`config.mk`:
```
export PLATFORM = sky130hd
export DESIGN_NAME = psd_fifo
export DESIGN_NICKNAME = d
export VERILOG_FILES = /design/src/rtl/psd_pkg.sv /design/src/rtl/psd_fifo.sv
export SDC_FILE = /design/constraint.sdc
export NUM_CORES = 1
export LEC_CHECK = 0
export BUFFER_PORTS_ARGS = -buffer_cell sky130_fd_sc_hd__buf_2
export CORE_ASPECT_RATIO = 2
export CORE_UTILIZATION = 40
export CTS_BUF_LIST = sky130_fd_sc_hd__clkbuf_4
export DETAILED_ROUTE_END_ITERATION = 7
export HOLD_SLACK_MARGIN = 0.05
export PLACE_DENSITY = 0.59
export SETUP_SLACK_MARGIN = 0.1
export SLEW_MARGIN = 10
export SYNTH_ARGS = -nofsm -noshare
export SYNTH_HDL_FRONTEND = slang
export SYNTH_SLANG_ARGS = --single-unit
```
`constraint.sdc`:
```
create_clock -name clk -period 2 [get_ports clk]
set_clock_uncertainty 0.2 [all_clocks]
set_input_delay 0.1 -clock clk [delete_from_list [all_inputs] [get_ports clk]]
set_output_delay 0.1 -clock clk [all_outputs]
set_load 0.005 [all_outputs]
```
`src/rtl/psd_pkg.sv`:
```
`default_nettype none
package psd_pkg;

    localparam int POINT_W        = 24;
    localparam int RADIUS_W       = 26;
    localparam int AXES           = 3;
    localparam int MAX_POINTS_DEF = 1024;
    localparam int COORD_BITS_DEF = 24;
    localparam int FIFO_DEPTH     = 4;
    localparam int MIN_SET_POINTS = 2;

    // How the front end classified one request.
    typedef struct packed {
        logic store_en;
        logic last;
        logic dropped;
    } psd_flags_t;

    typedef enum logic [2:0] {
        ST_LOAD,
        ST_ROW,
        ST_COL,
        ST_DRAIN,
        ST_ROOT,
        ST_OUT
    } psd_state_t;

endpackage
`default_nettype wire

```
`src/rtl/psd_fifo.sv`:
```
`default_nettype none
module psd_fifo import psd_pkg::*;
#(
    parameter int WIDTH = 8,
    parameter int DEPTH = FIFO_DEPTH
)
(
    input  logic             clk,
    input  logic             rst_n,
    input  logic             push,
    input  logic [WIDTH-1:0] push_data,
    output logic             full,
    input  logic             pop,
    output logic [WIDTH-1:0] pop_data,
    output logic             not_empty
);

    localparam int PTR_W  = (DEPTH > 1) ? $clog2(DEPTH) : 1;
    localparam int FILL_W = $clog2(DEPTH + 1);

    logic [WIDTH-1:0]  slot_reg [DEPTH];
    logic [PTR_W-1:0]  wr_ptr_reg;
    logic [PTR_W-1:0]  rd_ptr_reg;
    logic [FILL_W-1:0] fill_reg;

    function automatic logic [PTR_W-1:0] bump(input logic [PTR_W-1:0] p);
        return (p == PTR_W'(DEPTH - 1)) ? '0 : p + PTR_W'(1);
    endfunction

    always_ff @(posedge clk or negedge rst_n)
    begin
        if (!rst_n)
        begin
            wr_ptr_reg <= '0;
            rd_ptr_reg <= '0;
            fill_reg   <= '0;
        end
        else
        begin
            if (push)
            begin
                wr_ptr_reg <= bump(wr_ptr_reg);
            end
            if (pop)
            begin
                rd_ptr_reg <= bump(rd_ptr_reg);
            end
            if (push && !pop)
            begin
                fill_reg <= fill_reg + FILL_W'(1);
            end
            else if (pop && !push)
            begin
                fill_reg <= fill_reg - FILL_W'(1);
            end
        end
    end

    always_ff @(posedge clk)
    begin
        if (push)
        begin
            slot_reg[wr_ptr_reg] <= push_data;
        end
    end

    assign pop_data  = slot_reg[rd_ptr_reg];
    assign full      = (fill_reg == FILL_W'(DEPTH));
    assign not_empty = (fill_reg != '0);

endmodule
`default_nettype wire

```
======== After elaboration in Yosys (flattened, before gate mapping) ========
Memory sizes are Yosys's and may differ from the RTL's.
Index checks and enable logic that the tools add are counted.
word-level totals
  register bits after elaboration ......... 7
  logic and storage cells ................. 23
  memories kept ........................... 1
  RAM bits ................................ 32
cells by class
  reduce and logical (&&, ||, !) cells .... 6
  mux-type cells .......................... 6
  add/subtract/negate cells ............... 4
  eq/ne operators ......................... 3
memory list
  name      depth  width  rd ports  clocked after Yosys merged registers in  wr ports  line            source
  slot_reg  4      8      1         0                                        1         psd_fifo.sv:21  logic [WIDTH-1:0] slot_reg [DEPTH];
operators by type and width
  cell                                                                count
  3-bit 2-to-1 mux                                                    2
  2-bit by 1-bit adder with 2-bit output, second input constant       2
  2-bit equality test, second input constant                          2
  2-bit 2-to-1 mux                                                    2
  3-bit by 1-bit adder with 3-bit output, second input constant       1
  3-bit equality test, second input constant                          1
  3-bit nonzero test                                                  1
  3-bit by 1-bit subtractor with 3-bit output, second input constant  1
  1-bit logical AND                                                   2
  1-bit logical NOT                                                   2
  1-bit 2-to-1 mux                                                    2
  2-bit nonzero test                                                  1

======== Longest topological paths before layout ========
  depth after elaboration ................. 4
  mapped depth ............................ 7

======== Worst setup path after synthesis ========
No wires, ideal clock.
  path type ............................... reg-to-reg
  start point ............................. register fill_reg[0]
  end point ............................... register fill_reg[2]
  setup slack ............................. 0.508 ns
  cell stages (with the launch flop) ...... 5
  path buffers ............................ 0
  period minus slack after synthesis ...... 1.492 ns
  arrival ................................. 1.213 ns
  setup time .............................. 0.079 ns
  cell sequence ........................... dfrtp_1 -> fa_1 -> xor2_1 -> nor2_1 -> xor2_1
on the way
  cells in the longest elaborated chain, start to end .. 3
RTL lines
  what                                         line            source
  start: declaration                           psd_fifo.sv:24  logic [FILL_W-1:0] fill_reg;
  start signal: assignment                     psd_fifo.sv:50  fill_reg <= fill_reg + FILL_W'(1);
  start signal: assignment                     psd_fifo.sv:54  fill_reg <= fill_reg - FILL_W'(1);
  3-bit by 1-bit subtractor with 3-bit output  psd_fifo.sv:54
  3-bit 2-to-1 mux                             psd_fifo.sv:52  else if (pop && !push)
  3-bit 2-to-1 mux *                           psd_fifo.sv:48  if (push && !pop)
Every way passes the cells marked *; elsewhere a longest branch is shown, timed or not. The select of a mux whose other input is x is not followed.
A chain may end at the register's enable or synchronous reset.

======== Worst setup path in the final report ========
  start point ............................. register rd_ptr_reg[0]
  end point ............................... output pop_data[1]
on the way
  cells in the longest elaborated chain, start to end .. 1
RTL lines
  what                      line            source
  start: declaration        psd_fifo.sv:23  logic [PTR_W-1:0] rd_ptr_reg;
  start signal: assignment  psd_fifo.sv:46  rd_ptr_reg <= bump(rd_ptr_reg);
  memory 4 x 8 bit          --
  end: declaration          psd_fifo.sv:14  output logic [WIDTH-1:0] pop_data,
No other way between the ends.

==> flow_summary.ini <==
[run_status]
status = finished, final reports clean

[global_routing]
antenna_found_initial = 0
grt_pass1_wl_mm = 3.981
track_usage = 0.1396
grt_overflow = 0
grt_pass1_vias = 834
grt_max_degree = 13

[worst_setup_path]
endpoint_kind = output pin
cp.required_ns = 1.70
worstPathArrival_ns = 1.53
critical_path_class = reg -> out
setup.worst_path.start = rd_ptr_reg[0]$_DFFE_PN0P_
cpPeakStageDelay_ns = 0.51
crit_fanout = 8
cp_cell_sequence = buf_8 -> mux4_2 -> buf_6
start_kind = flip-flop
slowest_stage = mux4_2
r2r-start = wr_ptr_reg[0]$_DFFE_PN0P_

[logic_synthesis]
synth_ff_type = edfxtp_1
synth_enable_flop_cells = 32
synthTopCellsByArea = edfxtp_1 (61%), mux4_2 (11%), dfrtp_1 (11%)
yosysMostFrequentCell = edfxtp_1
synth_area_sq_um = 1570
synth_seq_area_share = 0.7235
avgSynthCellArea_sq_um = 19.88
yosysWarningCount = 0
synthCells = 79
ys_top_cells_by_count = edfxtp_1 (32), mux4_2 (8), dfrtp_1 (7)
async_reset_ff_frac = 0.1795
synth-seq-cells = 39
netlist.area_leader.share = 0.6120
yosys.area.top_type = edfxtp_1
ys_types = 20
syn_nets = 98

[cells_and_area]
antenna_cells = 0
multiInputGateArea_sq_um = 401.6
largest_reg_flops = 32
num-fill-cells = 309
nets = 139
drive_gt1_frac = 0.3636
regArea_sq_um = 1136
area_delta_synth_final_pct = 24.94

[sta]
slew_headroom = 0.7001
finalWorstSetupSlack_ns = 0.1672
fmax_mhz = 545.6
slew_violations = 0
period_needed_ns = 1.833
setup_viol = 0
worst_pin_slew_ns = 0.4499
min_period_over_period = 0.9164
hold_slack_ns = 0.3045
hold_viol_final = 0
rsz0062_at_grt = true
finalSetupTns_ns = 0

[drt]
drt_first_iter_violations = 23
ant_nets = 0
vias = 811
wl_per_cell_um = 14.64
drt_wl_total_mm = 2.488
via_per_inst = 4.771
route.detailed.drc = 0
firstDrtPassIters = 4

[cts]
cts_tree = done
path_clk_slew_ns = 0.11
cts_root_buffer = clkbuf_4
numCtsBuffers = 5
cts.sink_count = 39
clk_path_buf_depth = 2
clock_latency_ns = 0.33
cts.htree.levels = 2

[pwr]
p_leak_nw = 0.7458
max-vdd-ir-drop_mv = 0.7492
power_density_nw_per_um2 = 1237

[floorplanning]
die_h_um = 90.61
coreArea_sq_um = 3685
die_x_um = 46.31
ios = 22
fp.dieArea_sq_um = 4195
rows = 31
start_util = 0.4261

[placed_design]
dp_hpwl_mm = 1.744
port_buffers = 21
place_ws_ns = 0.3585
place.gp.congestion = 0.6078

[worst_hold_path]
hp-class = reg -> reg
min-delay-start = fill_reg[2]$_DFFE_PN0P_

[job]
cap_violations = 0
[layout by cell type, fill, tap and decap left out, drive strengths merged, types with 2 or more instances in the layout]
cell,instances
ha,6
mux2,2
and2,4
dfrtp,7
edfxtp,32
xor2,2
mux4,8
dlygate4sd3,12
o21ai,2
buf,24
clkbuf,7
inv,5
[power breakdown]
group          switching (W)  leakage (nW)  internal, W  total [W]
Sequential          0.000122         0.377      0.00107    0.00119
Combinational       0.000289         0.322     0.000419   0.000708
Clock               0.000238        0.0463     0.000292   0.000530
[final cells by class]
| cell class | count | area share |
|---|---|---|
| sequential | 39 | 0.5791 |
| multi-input combinational | 33 | 0.2047 |
| timing repair buffer | 36 | 0.1333 |
| tap | 49 | 0.03125 |
| clock buffer | 7 | 0.02679 |
| clock inverter | 1 | 0.01531 |
| inverter | 5 | 0.009566 |
[kinds of logic (layout without fill, tap and decap cells)]
group                    Yosys count  after routing  synth area share
multiplexers                      10             10            0.1291
buffers and inverters              7             49           0.02231
adder cells (fa/ha/maj)            7              7           0.06056
flip-flops                        39             39            0.7235
AO/OA/AOI/OAI                      3              3           0.01195
AND/OR/NAND/NOR                   10             10           0.03585
XOR/XNOR                           3              3           0.01674
[worst max-delay path: cells and delay by family (launching register included)]
kind | cells | cell delay (ns)
mux | 1 | 0.51
flops | 1 | 0.39
buf+inv | 2 | 0.29
[timing repair]
action	CTS	global route
gates cloned	0	0
hold buffers	12	0
pin swaps	0	0
resized for setup	1	3
setup buffers	1	1
setup endpoints to repair	7	8
endpoints found under the hold margin	44	0
[final timing paths]
check | end | slack (ns) | cells after the start
setup reg to reg | slot_reg[2][6]$_DFFE_PP_ | 0.40 | 3
min in group asynchronous | rd_ptr_reg[0]$_DFFE_PN0P_ | 0.51 | 3
hold reg to reg | fill_reg[2]$_DFFE_PN0P_ | 0.30 | 1
setup / recovery | pop_data[1] | 0.17 | 3
hold / removal | fill_reg[2]$_DFFE_PN0P_ | 0.30 | 1
max in group asynchronous | wr_ptr_reg[1]$_DFFE_PN0P_ | 0.84 | 3
[layer usage]
metal,vias to the layer above,part of all wire,global-route usage
li1,382,-,-
met1,403,0.39,0.1527
met2,20,0.56,0.2292
met3,6,0.032,0.03800
met4,0,0.025,0.07353
met5,-,0,0
[stage by stage]
step	utilization	cell area, sq um	instances	total power, W
finish	0.5324	1962	170	0.002426
global route	0.5324	1962	170	0.002576
CTS	0.5270	1942	169	0.002429
detailed placement	0.4689	1728	148	0.001862
global placement	0.4689	1728	148	0.001828
floorplan	-	1570	79	0.001627
No activity file was read; power rests on OpenSTA's default activity.
